File: src/rtl/assert_macros.svh
// assert_macros.svh - assertion macros shared by the RTL files.
// Simulation builds get concurrent assertions; synthesis builds get empty bodies.
`ifndef ASSERT_MACROS_SVH
`define ASSERT_MACROS_SVH
`ifndef SYNTHESIS
// property must hold at every clock edge out of reset
`define AST_HOLDS(lbl, clk, rst_n, prop, msg) \
    lbl: assert property (@(posedge clk) disable iff (!rst_n) prop) else $error(msg);
// expression must never be true out of reset
`define AST_NEVER(lbl, clk, rst_n, expr, msg) \
    lbl: assert property (@(posedge clk) disable iff (!rst_n) !(expr)) else $error(msg);
`else
`define AST_HOLDS(lbl, clk, rst_n, prop, msg)
`define AST_NEVER(lbl, clk, rst_n, expr, msg)
`endif
`endif

File: src/rtl/rcs_pkg.sv
// rcs_pkg.sv - shared constants, op codes and control/status structs of the crossfader.
// No dependencies; used by every RTL module of the block.
`timescale 1ns / 1ps
`default_nettype none

package rcs_pkg;

    localparam int FADE_TICKS_DEF = 1020;

    localparam int NUM_CH  = 3;
    localparam int CH_W    = 2;
    localparam int LEVEL_W = 8;
    localparam int TGT_W   = 10;          // scaled target, up to 650
    localparam int GAP_W   = TGT_W + 1;   // signed target minus start
    localparam int DIVD_W  = 16;          // divider numerator width

    localparam logic [LEVEL_W-1:0] LEVEL_MAX = 8'd255;
    localparam logic [LEVEL_W-1:0] PCT_SCALE = 8'd255;
    localparam logic [6:0]         PCT_DIV   = 7'd100;

    localparam logic [1:0] OP_TICK    = 2'd0;
    localparam logic [1:0] OP_SET     = 2'd1;
    localparam logic [1:0] OP_RESTART = 2'd2;

    typedef enum logic [1:0] {
        DIV_SCALE,
        DIV_GAP,
        DIV_MOD
    } div_sel_t;

    typedef struct packed {
        logic            in_ready;
        logic            load_in;
        logic            div_start;
        div_sel_t        div_sel;
        logic [CH_W-1:0] ch;
        logic            wr_tgt;
        logic            wr_ivl;
        logic            step;
        logic            tick_end;
        logic            set_levels;
        logic            clr_count;
        logic            out_load;
    } rcs_cmd_t;

    typedef struct packed {
        logic [1:0] op;
        logic       count_zero;
        logic       count_over;
        logic       div_done;
        logic       gap_zero;
        logic       ivl_zero;
        logic       out_full;
    } rcs_stat_t;

endpackage

`default_nettype wire

File: src/rtl/rcs_div.sv
// rcs_div.sv - iterative restoring divider, one quotient bit per cycle.
// Depends on rcs_pkg for default widths.
`timescale 1ns / 1ps
`default_nettype none

module rcs_div import rcs_pkg::*; #(
    parameter int NUM_W = DIVD_W,
    parameter int DEN_W = TGT_W
) (
    input  logic             clk,
    input  logic             rst_n,
    input  logic             start,
    input  logic [NUM_W-1:0] dividend,
    input  logic [DEN_W-1:0] divisor,
    output logic             done,
    output logic [NUM_W-1:0] quotient,
    output logic [DEN_W-1:0] remainder
);

    localparam int ITER_W = $clog2(NUM_W + 1);

    logic [NUM_W-1:0]  q_reg;
    logic [DEN_W-1:0]  r_reg;
    logic [DEN_W-1:0]  d_reg;
    logic [ITER_W-1:0] iter_reg;
    logic              busy_reg;
    logic              done_reg;

    logic [DEN_W:0] r_sh;
    logic [DEN_W:0] r_diff;
    logic           fits;

    assign r_sh   = {r_reg, q_reg[NUM_W-1]};
    assign fits   = r_sh >= {1'b0, d_reg};
    assign r_diff = r_sh - {1'b0, d_reg};

    always_ff @(posedge clk or negedge rst_n)
    begin
        if (!rst_n)
        begin
            busy_reg <= 1'b0;
            done_reg <= 1'b0;
            iter_reg <= '0;
        end
        else
        begin
            done_reg <= 1'b0;
            if (start)
            begin
                busy_reg <= 1'b1;
                iter_reg <= ITER_W'(NUM_W);
            end
            else if (busy_reg)
            begin
                iter_reg <= iter_reg - ITER_W'(1);
                if (iter_reg == ITER_W'(1))
                begin
                    busy_reg <= 1'b0;
                    done_reg <= 1'b1;
                end
            end
        end
    end

    always_ff @(posedge clk)
    begin
        if (start)
        begin
            q_reg <= dividend;
            r_reg <= '0;
            d_reg <= divisor;
        end
        else if (busy_reg)
        begin
            q_reg <= {q_reg[NUM_W-2:0], fits};
            r_reg <= fits ? r_diff[DEN_W-1:0] : r_sh[DEN_W-1:0];
        end
    end

    assign done      = done_reg;
    assign quotient  = q_reg;
    assign remainder = r_reg;

endmodule

`default_nettype wire

File: src/rtl/rcs_dpath.sv
// rcs_dpath.sv - crossfader datapath: levels, start colour, intervals, counter, output register.
// Depends on rcs_pkg and rcs_div; driven by rcs_ctrl commands.
`timescale 1ns / 1ps
`default_nettype none

module rcs_dpath import rcs_pkg::*; #(
    parameter int FADE_TICKS = FADE_TICKS_DEF
) (
    input  logic                       clk,
    input  logic                       rst_n,
    input  rcs_cmd_t                   cmd,
    output rcs_stat_t                  stat,
    input  logic [1:0]                 in_op,
    input  logic [NUM_CH*LEVEL_W-1:0]  in_rgb,
    input  logic                       out_ready,
    output logic                       out_valid,
    output logic [NUM_CH*LEVEL_W-1:0]  out_rgb,
    output logic                       out_fading
);

    localparam int CNT_W = $clog2(FADE_TICKS + 2);
    localparam int IVL_W = $clog2(FADE_TICKS + 1);
    localparam int DEN_W = (IVL_W > TGT_W) ? IVL_W : TGT_W;

    logic [1:0]         in_op_reg;
    logic [LEVEL_W-1:0] in_ch_reg   [NUM_CH];
    logic [TGT_W-1:0]   tgt_reg     [NUM_CH];
    logic [LEVEL_W-1:0] lvl_reg     [NUM_CH];
    logic [LEVEL_W-1:0] start_reg   [NUM_CH];
    logic [IVL_W-1:0]   ivl_mag_reg [NUM_CH];
    logic               ivl_neg_reg [NUM_CH];
    logic [CNT_W-1:0]   count_reg;

    logic                       out_valid_reg;
    logic [NUM_CH*LEVEL_W-1:0]  out_rgb_reg;
    logic                       out_fading_reg;

    logic [GAP_W-1:0] gap;
    logic [GAP_W-1:0] gap_mag;
    logic             gap_neg;
    logic             gap_zero;
    logic             count_over;

    logic [DIVD_W-1:0] dvd;
    logic [DEN_W-1:0]  dvs;
    logic              div_done;
    logic [DIVD_W-1:0] quo;
    logic [DEN_W-1:0]  rem;

    // signed gap of the selected channel
    assign gap      = GAP_W'(tgt_reg[cmd.ch]) - GAP_W'(start_reg[cmd.ch]);
    assign gap_neg  = gap[GAP_W-1];
    assign gap_mag  = gap_neg ? (~gap + GAP_W'(1)) : gap;
    assign gap_zero = (gap == '0);

    assign count_over = count_reg > CNT_W'(FADE_TICKS);

    always_comb
    begin
        unique case (cmd.div_sel)
            DIV_SCALE:
            begin
                dvd = DIVD_W'(in_ch_reg[cmd.ch]) * DIVD_W'(PCT_SCALE);
                dvs = DEN_W'(PCT_DIV);
            end
            DIV_GAP:
            begin
                dvd = DIVD_W'(FADE_TICKS);
                dvs = DEN_W'(gap_mag[TGT_W-1:0]);
            end
            DIV_MOD:
            begin
                dvd = DIVD_W'(count_reg);
                dvs = DEN_W'(ivl_mag_reg[cmd.ch]);
            end
            default:
            begin
                dvd = '0;
                dvs = '0;
            end
        endcase
    end

    rcs_div #(
        .NUM_W (DIVD_W),
        .DEN_W (DEN_W)
    ) u_div (
        .clk       (clk),
        .rst_n     (rst_n),
        .start     (cmd.div_start),
        .dividend  (dvd),
        .divisor   (dvs),
        .done      (div_done),
        .quotient  (quo),
        .remainder (rem)
    );

    // item and scaled-target capture
    always_ff @(posedge clk)
    begin
        if (cmd.load_in)
        begin
            in_op_reg <= in_op;
            for (int c = 0; c < NUM_CH; c++)
            begin
                in_ch_reg[c] <= in_rgb[c*LEVEL_W +: LEVEL_W];
            end
        end
        if (cmd.wr_tgt)
        begin
            tgt_reg[cmd.ch] <= quo[TGT_W-1:0];
        end
    end

    always_ff @(posedge clk or negedge rst_n)
    begin
        if (!rst_n)
        begin
            count_reg <= '0;
            for (int c = 0; c < NUM_CH; c++)
            begin
                lvl_reg[c]     <= '0;
                start_reg[c]   <= '0;
                ivl_mag_reg[c] <= '0;
                ivl_neg_reg[c] <= 1'b0;
            end
        end
        else
        begin
            if (cmd.set_levels)
            begin
                for (int c = 0; c < NUM_CH; c++)
                begin
                    lvl_reg[c]   <= in_ch_reg[c];
                    start_reg[c] <= in_ch_reg[c];
                end
            end
            else if (cmd.step && (rem == '0))
            begin
                if (ivl_neg_reg[cmd.ch])
                begin
                    if (lvl_reg[cmd.ch] != '0)
                    begin
                        lvl_reg[cmd.ch] <= lvl_reg[cmd.ch] - LEVEL_W'(1);
                    end
                end
                else if (lvl_reg[cmd.ch] != LEVEL_MAX)
                begin
                    lvl_reg[cmd.ch] <= lvl_reg[cmd.ch] + LEVEL_W'(1);
                end
            end

            if (cmd.wr_ivl)
            begin
                ivl_mag_reg[cmd.ch] <= gap_zero ? '0 : quo[IVL_W-1:0];
                ivl_neg_reg[cmd.ch] <= gap_neg;
            end

            if (cmd.clr_count)
            begin
                count_reg <= '0;
            end
            else if (cmd.tick_end)
            begin
                count_reg <= count_reg + CNT_W'(1);
                // last tick of the fade: next fade starts from here
                if (count_reg == CNT_W'(FADE_TICKS))
                begin
                    for (int c = 0; c < NUM_CH; c++)
                    begin
                        start_reg[c] <= lvl_reg[c];
                    end
                end
            end
        end
    end

    // result register
    always_ff @(posedge clk or negedge rst_n)
    begin
        if (!rst_n)
        begin
            out_valid_reg <= 1'b0;
        end
        else if (cmd.out_load)
        begin
            out_valid_reg <= 1'b1;
        end
        else if (out_ready)
        begin
            out_valid_reg <= 1'b0;
        end
    end

    always_ff @(posedge clk)
    begin
        if (cmd.out_load)
        begin
            out_rgb_reg    <= {lvl_reg[2], lvl_reg[1], lvl_reg[0]};
            out_fading_reg <= !count_over;
        end
    end

    assign out_valid  = out_valid_reg;
    assign out_rgb    = out_rgb_reg;
    assign out_fading = out_fading_reg;

    always_comb
    begin
        stat.op         = in_op_reg;
        stat.count_zero = (count_reg == '0);
        stat.count_over = count_over;
        stat.div_done   = div_done;
        stat.gap_zero   = gap_zero;
        stat.ivl_zero   = (ivl_mag_reg[cmd.ch] == '0);
        stat.out_full   = out_valid_reg;
    end

endmodule

`default_nettype wire

File: src/rtl/rcs_ctrl.sv
// rcs_ctrl.sv - crossfader sequencer: walks the three channels through the shared divider.
// Depends on rcs_pkg; drives rcs_dpath through rcs_cmd_t.
`timescale 1ns / 1ps
`default_nettype none

module rcs_ctrl import rcs_pkg::*; (
    input  logic      clk,
    input  logic      rst_n,
    input  logic      in_valid,
    input  rcs_stat_t stat,
    output rcs_cmd_t  cmd
);

    typedef enum logic [3:0] {
        ST_IDLE,
        ST_DISPATCH,
        ST_SCALE,
        ST_SCALE_WAIT,
        ST_GAP,
        ST_GAP_WAIT,
        ST_MOD,
        ST_MOD_WAIT,
        ST_TICK_END,
        ST_OUT
    } state_t;

    localparam logic [CH_W-1:0] CH_LAST = CH_W'(NUM_CH - 1);

    state_t          state_reg;
    state_t          state_next;
    logic [CH_W-1:0] ch_reg;
    logic [CH_W-1:0] ch_next;
    logic            ch_last;

    assign ch_last = (ch_reg == CH_LAST);

    always_ff @(posedge clk or negedge rst_n)
    begin
        if (!rst_n)
        begin
            state_reg <= ST_IDLE;
            ch_reg    <= '0;
        end
        else
        begin
            state_reg <= state_next;
            ch_reg    <= ch_next;
        end
    end

    always_comb
    begin
        state_next  = state_reg;
        ch_next     = ch_reg;
        cmd         = '0;
        cmd.ch      = ch_reg;
        cmd.div_sel = DIV_SCALE;

        unique case (state_reg)
            ST_IDLE:
            begin
                cmd.in_ready = 1'b1;
                if (in_valid)
                begin
                    cmd.load_in = 1'b1;
                    state_next  = ST_DISPATCH;
                end
            end
            ST_DISPATCH:
            begin
                ch_next = '0;
                priority if (stat.op == OP_SET)
                begin
                    cmd.set_levels = 1'b1;
                    state_next     = ST_OUT;
                end
                else if (stat.op == OP_RESTART)
                begin
                    cmd.clr_count = 1'b1;
                    state_next    = ST_OUT;
                end
                else if (stat.op == OP_TICK)
                begin
                    priority if (stat.count_over)
                        state_next = ST_OUT;
                    else if (stat.count_zero)
                        state_next = ST_SCALE;
                    else
                        state_next = ST_MOD;
                end
                else
                begin
                    state_next = ST_OUT;
                end
            end
            ST_SCALE:
            begin
                cmd.div_start = 1'b1;
                state_next    = ST_SCALE_WAIT;
            end
            ST_SCALE_WAIT:
            begin
                if (stat.div_done)
                begin
                    cmd.wr_tgt = 1'b1;
                    ch_next    = ch_last ? '0 : ch_reg + CH_W'(1);
                    state_next = ch_last ? ST_GAP : ST_SCALE;
                end
            end
            ST_GAP:
            begin
                cmd.div_sel = DIV_GAP;
                if (stat.gap_zero)
                begin
                    cmd.wr_ivl = 1'b1;
                    ch_next    = ch_last ? '0 : ch_reg + CH_W'(1);
                    state_next = ch_last ? ST_MOD : ST_GAP;
                end
                else
                begin
                    cmd.div_start = 1'b1;
                    state_next    = ST_GAP_WAIT;
                end
            end
            ST_GAP_WAIT:
            begin
                cmd.div_sel = DIV_GAP;
                if (stat.div_done)
                begin
                    cmd.wr_ivl = 1'b1;
                    ch_next    = ch_last ? '0 : ch_reg + CH_W'(1);
                    state_next = ch_last ? ST_MOD : ST_GAP;
                end
            end
            ST_MOD:
            begin
                cmd.div_sel = DIV_MOD;
                if (stat.ivl_zero)
                begin
                    ch_next    = ch_last ? '0 : ch_reg + CH_W'(1);
                    state_next = ch_last ? ST_TICK_END : ST_MOD;
                end
                else
                begin
                    cmd.div_start = 1'b1;
                    state_next    = ST_MOD_WAIT;
                end
            end
            ST_MOD_WAIT:
            begin
                cmd.div_sel = DIV_MOD;
                if (stat.div_done)
                begin
                    cmd.step   = 1'b1;
                    ch_next    = ch_last ? '0 : ch_reg + CH_W'(1);
                    state_next = ch_last ? ST_TICK_END : ST_MOD;
                end
            end
            ST_TICK_END:
            begin
                cmd.tick_end = 1'b1;
                state_next   = ST_OUT;
            end
            ST_OUT:
            begin
                if (!stat.out_full)
                begin
                    cmd.out_load = 1'b1;
                    state_next   = ST_IDLE;
                end
            end
            default:
            begin
                state_next = ST_IDLE;
            end
        endcase
    end

endmodule

`default_nettype wire

File: src/rtl/rgb_crossfade_stepper.sv
// rgb_crossfade_stepper.sv - top level of the three-channel LED crossfader.
// Depends on rcs_pkg, rcs_ctrl, rcs_dpath (with rcs_div) and assert_macros.svh.
//
//  channel | dir | tdata                       | tuser
//  --------+-----+-----------------------------+-----------------------
//  s_*     | in  | red_in, green_in, blue_in   | op (0 tick, 1 set, 2 restart)
//  m_*     | out | red_out, green_out, blue_out| fading
//
// One item in flight; the next is taken once the current result is in the
// output register, even while that result still waits on m_tready.
// Set, restart and unused op run no division. A running fade tick makes up to
// three modulo runs of the shared divider, one per channel. The first tick of a
// fade adds scale and interval runs per channel.
// Reset clears levels, start colour, intervals and counter at once.
`timescale 1ns / 1ps
`default_nettype none
`include "assert_macros.svh"

module rgb_crossfade_stepper import rcs_pkg::*; #(
    parameter int FADE_TICKS = FADE_TICKS_DEF
) (
    input  logic        clk,
    input  logic        rst_n,
    input  logic        s_tvalid,
    output logic        s_tready,
    input  logic [23:0] s_tdata,   // [7:0] red_in, [15:8] green_in, [23:16] blue_in
    input  logic [1:0]  s_tuser,   // [1:0] op
    output logic        m_tvalid,
    input  logic        m_tready,
    output logic [23:0] m_tdata,   // [7:0] red_out, [15:8] green_out, [23:16] blue_out
    output logic [0:0]  m_tuser    // [0] fading
);

    rcs_cmd_t  cmd;
    rcs_stat_t stat;
    logic      fading;

    // sequencer: one item at a time, divider shared across channels
    rcs_ctrl u_ctrl (
        .clk      (clk),
        .rst_n    (rst_n),
        .in_valid (s_tvalid),
        .stat     (stat),
        .cmd      (cmd)
    );

    // state, divider and result register
    rcs_dpath #(
        .FADE_TICKS (FADE_TICKS)
    ) u_dpath (
        .clk        (clk),
        .rst_n      (rst_n),
        .cmd        (cmd),
        .stat       (stat),
        .in_op      (s_tuser),
        .in_rgb     (s_tdata),
        .out_ready  (m_tready),
        .out_valid  (m_tvalid),
        .out_rgb    (m_tdata),
        .out_fading (fading)
    );

    assign s_tready   = cmd.in_ready;
    assign m_tuser[0] = fading;

    // one item at a time: ready drops right after an accept
    `AST_HOLDS(a_one_in_flight, clk, rst_n, (s_tvalid && s_tready) |=> !s_tready, "second item taken while busy")
    // a pending result is never overwritten
    `AST_NEVER(a_no_overwrite, clk, rst_n, cmd.out_load && m_tvalid, "result register overwritten")
    // level step only on a finished modulo run
    `AST_HOLDS(a_step_after_div, clk, rst_n, cmd.step |-> stat.div_done, "step without divider result")
    // counter never advances past the end of a fade
    `AST_HOLDS(a_tick_in_range, clk, rst_n, cmd.tick_end |-> !stat.count_over, "tick after fade end")

endmodule

`default_nettype wire

File: config.mk
export PLATFORM = sky130hd
export DESIGN_NAME = rgb_crossfade_stepper
export DESIGN_NICKNAME = d
export VERILOG_FILES = /design/src/rtl/rcs_pkg.sv /design/src/rtl/rcs_div.sv /design/src/rtl/rcs_dpath.sv /design/src/rtl/rcs_ctrl.sv /design/src/rtl/rgb_crossfade_stepper.sv
export VERILOG_INCLUDE_DIRS = /design/src /design/src/rtl
export SDC_FILE = /design/constraint.sdc
export NUM_CORES = 1
export LEC_CHECK = 0
export ABC_AREA = 1
export BUFFER_PORTS_ARGS = -buffer_cell sky130_fd_sc_hd__buf_2
export CAP_MARGIN = 5
export CORE_AREA = 2 2 162 243
export DETAILED_ROUTE_END_ITERATION = 7
export DIE_AREA = 0 0 164 245
export SLEW_MARGIN = 20
export SYNTH_ARGS = -nofsm -noshare
export SYNTH_HDL_FRONTEND = slang
export SYNTH_SLANG_ARGS = --single-unit
export TNS_END_PERCENT = 10
File: constraint.sdc
create_clock -name clk -period 6.4 [get_ports clk]
set_input_delay 1.28 -clock clk [delete_from_list [all_inputs] [get_ports clk]]
set_output_delay 1.28 -clock clk [all_outputs]
set_load 0.005 [all_outputs]
==> results.ini <==
[run_status]
status=finished, final reports clean

[worst_hold_path]
hold_end=u_dpath.out_rgb[6]
hp-start=u_dpath.lvl_reg[22]
min_path_cells=0
hp-class=flop to flop

[sta]
finalSetupViolations=0
clock.fmax_ghz=0.1815
setup_tns_ns=0
rsz0062_at_grt=false
final-max-slew-violation-count=0
hold_violations=0
skew_ns=0.01264
fin_crit_sh_pct=86.07
fin_crit_ns=5.509
relSlewSlack_pct=40.00
tightest_slew_ns=0.8967

[yosys]
synth_nets=1696
synthXorXnorAreaFrac_pct=1.658
synthesis.area_um2=13210
synth_top_cell_by_area=edfxtp_1
synth_top_family_by_area=simple AND/OR/NAND/NOR gates
ys.flop_type=edfxtp_1
synth_compound_area_share_pct=9.257
yosys.area_share.adder_pct=10.52
synth_most_common_cell=nand2_1
synth_common_cells=439 x nand2_1, 200 x inv_1, 126 x nand3_1, 124 x nor2_1, 107 x edfxtp_1
synth_area_per_cell_um2=8.395
synth_edf_count=107
syn_inst=1573
ys_types=53
synth_top_area_share_pct=24.33
ys_ff_latch=222
yosysSeqAreaShare_pct=45.75
async_flop_share_pct=47.30
yosys.area_share.simple_pct=24.23
yosys-top-cells-area=edfxtp_1 24%, dfrtp_1 20%, nand2_1 12%
yosys-mux-area-fraction_pct=0.9380
yosysWarnings=0

[die]
dieWidth_um=164
ios=57
start_util_pct=34.56
die_h_um=245
num_rows=88
dieArea_um2=40180
core-area_um2=38210

[worst_setup_path]
setup.worst_path.end_class=flop
cp_max_fo=14
r2r_setup_slack_ns=0.89
slowest_delay_ns=0.68
critPathKind=flop to flop
required_ns=6.67
arrival_ns=5.78
r2r-start=u_ctrl.ch_reg[1]
cp_cell_sequence=nor2_4 -> a221oi_1 -> inv_1 -> fa_1 -> xor2_1 -> ha_1 -> fa_1 -> inv_1 -> fa_1 -> inv_1 -> ha_1 -> nand2_1 -> inv_1 -> a21oi_1 -> o21ai_0 -> nand3_1 -> nand2_1 -> a21oi_1 -> nand3_1 -> nand2_1
r2r_end=u_dpath.u_div.quotient[13]
crit_top_cell=inv_1
r2r_cells=20
startpoint_type=flop
slowest_stage=dfrtp_1

[layout]
layout-drive-gt1-share_pct=9.744
multi_input_area_um2=6175
num_antenna_cells=0
fillers=3866
syn2layout_area_growth_pct=11.69
layout.nets=1749
seq_area_um2=6041

[clocking]
cts.sinks=222
clk_pin_slew_ns=0.06
post-cts-setup-buffer-count=0
h-tree-depth=1
cts_tree=yes
cts-root-buf=clkbuf_16
holdBufCountCts=0
ctsResizeCount=0
cts_inserted_buffers=22
cts_buffer_depth=3
clock_latency_ns=0.52

[detailed_routing]
drtAntennaViolNets=0
wl_per_cell_um=17.04
vias_per_cell=5.008
routed_wl_um=36410
drc=0
vias=10700
firstDrtPassIters=5
drt-initial-drc-count=773

[global_routing]
grt_pass1_vias=10910
track_usage_pct=18.58
grt_overflow=0
antenna_found_initial=0
grt_max_degree=60
grt_pass1_wl_um=58100

[place]
port_buffers=56
hpwl_um=28150
gp_congestion=0.9032

[run]
maxCapViolCount=0

[how the worst max path moves through the flow]
stage | from | to | slack [ns] | depth (start not counted)
after CTS | u_ctrl.ch_reg[1] | u_dpath.u_div.quotient[13] | 0.85 | 20
after detailed placement | u_ctrl.ch_reg[1] | u_dpath.u_div.quotient[13] | 0.87 | 20
after global placement | u_ctrl.ch_reg[1] | u_dpath.u_div.quotient[13] | 0.97 | 22
after global routing | u_ctrl.ch_reg[1] | u_dpath.u_div.quotient[13] | 0.44 | 20
after floorplan | u_ctrl.ch_reg[0] | u_dpath.u_div.quotient[15] | 0.73 | 24
final | u_ctrl.ch_reg[1] | u_dpath.u_div.quotient[13] | 0.89 | 20
[final cells by class]
type	count	area share, %
clock buffer	31	4.377
inverter	211	5.370
timing repair buffer	74	2.833
multi-input combinational	1095	41.86
sequential	222	40.96
tap	495	4.199
clock inverter	9	0.3987
[per-layer routing]
| layer | up-vias | track usage [%] | wire [um] |
|---|---|---|---|
| met2 | 286 | 33.53 | 19000 |
| met5 | - | 0 | 0 |
| met3 | 93 | 2.129 | 1614 |
| li1 | 5275 | - | - |
| met4 | 0 | 9.391 | 1872 |
| met1 | 5049 | 21.49 | 13930 |
[metrics by stage]
stage	setup slack [ns]	hold slack, ns	utilization, %	instance area [um2]	std cells
floorplan	0.7349	0.4249	-	13210	1573
global placement	0.9724	0.4387	36.76	14040	2097
detailed placement	0.8710	0.4583	36.76	14040	2097
CTS	0.8509	0.4746	38.60	14750	2137
global route	0.4381	0.4889	38.60	14750	2137
finish	0.8913	0.4665	38.60	14750	2137
[placed cells by master (no fill, tap or decap), types with 5 or more instances in the layout]
cell       Yosys  layout
nand2_1      439     439
inv_1        200     200
nand3_1      126     126
nor2_1       124     124
edfxtp_1     107     107
dfrtp_1      105     105
a21oi_1       73      73
ha_1          63      63
buf_2         22      55
o21ai_0       54      54
fa_1          30      30
o21ai_1       28      28
clkbuf_16      0      23
buf_4          4      19
nand4_1       16      16
xor2_1        14      14
nor3_1        14      13
mux2_2        11      11
a221oi_1      11      11
xnor2_1       11      11
dfxtp_1       10      10
inv_2          9       9
a22oi_1        8       8
a211oi_1       8       8
o211ai_1       8       8
nor2_4         3       5
nand3_2        5       5
a21o_1         5       5
or2_2          5       5
[worst max-delay path, delay by kind of cell (launching register included)]
| kind | cells | cell delay, ns |
|---|---|---|
| AOI/OAI and AO/OA | 4 | 1.02 |
| xor gates and xnor gates | 1 | 0.17 |
| adders and majority gates | 5 | 2.36 |
| and+or+nand+nor | 6 | 0.64 |
| buffers and inverters | 4 | 0.37 |
| DFF | 1 | 0.68 |
[logic make-up (layout without fill, tap and decap cells)]
| logic type | count (synthesis) | in the layout |
|---|---|---|
| AOI/OAI and AO/OA | 211 | 211 |
| xor gates and xnor gates | 25 | 25 |
| adders and majority gates | 93 | 93 |
| buffers and inverters | 256 | 325 |
| DFF | 222 | 222 |
| muxes | 11 | 11 |
| and+or+nand+nor | 755 | 755 |
Power is left out: the tool's default activity adds up to more than one toggle a clock period on the data nets, which glitch-free logic cannot reach.
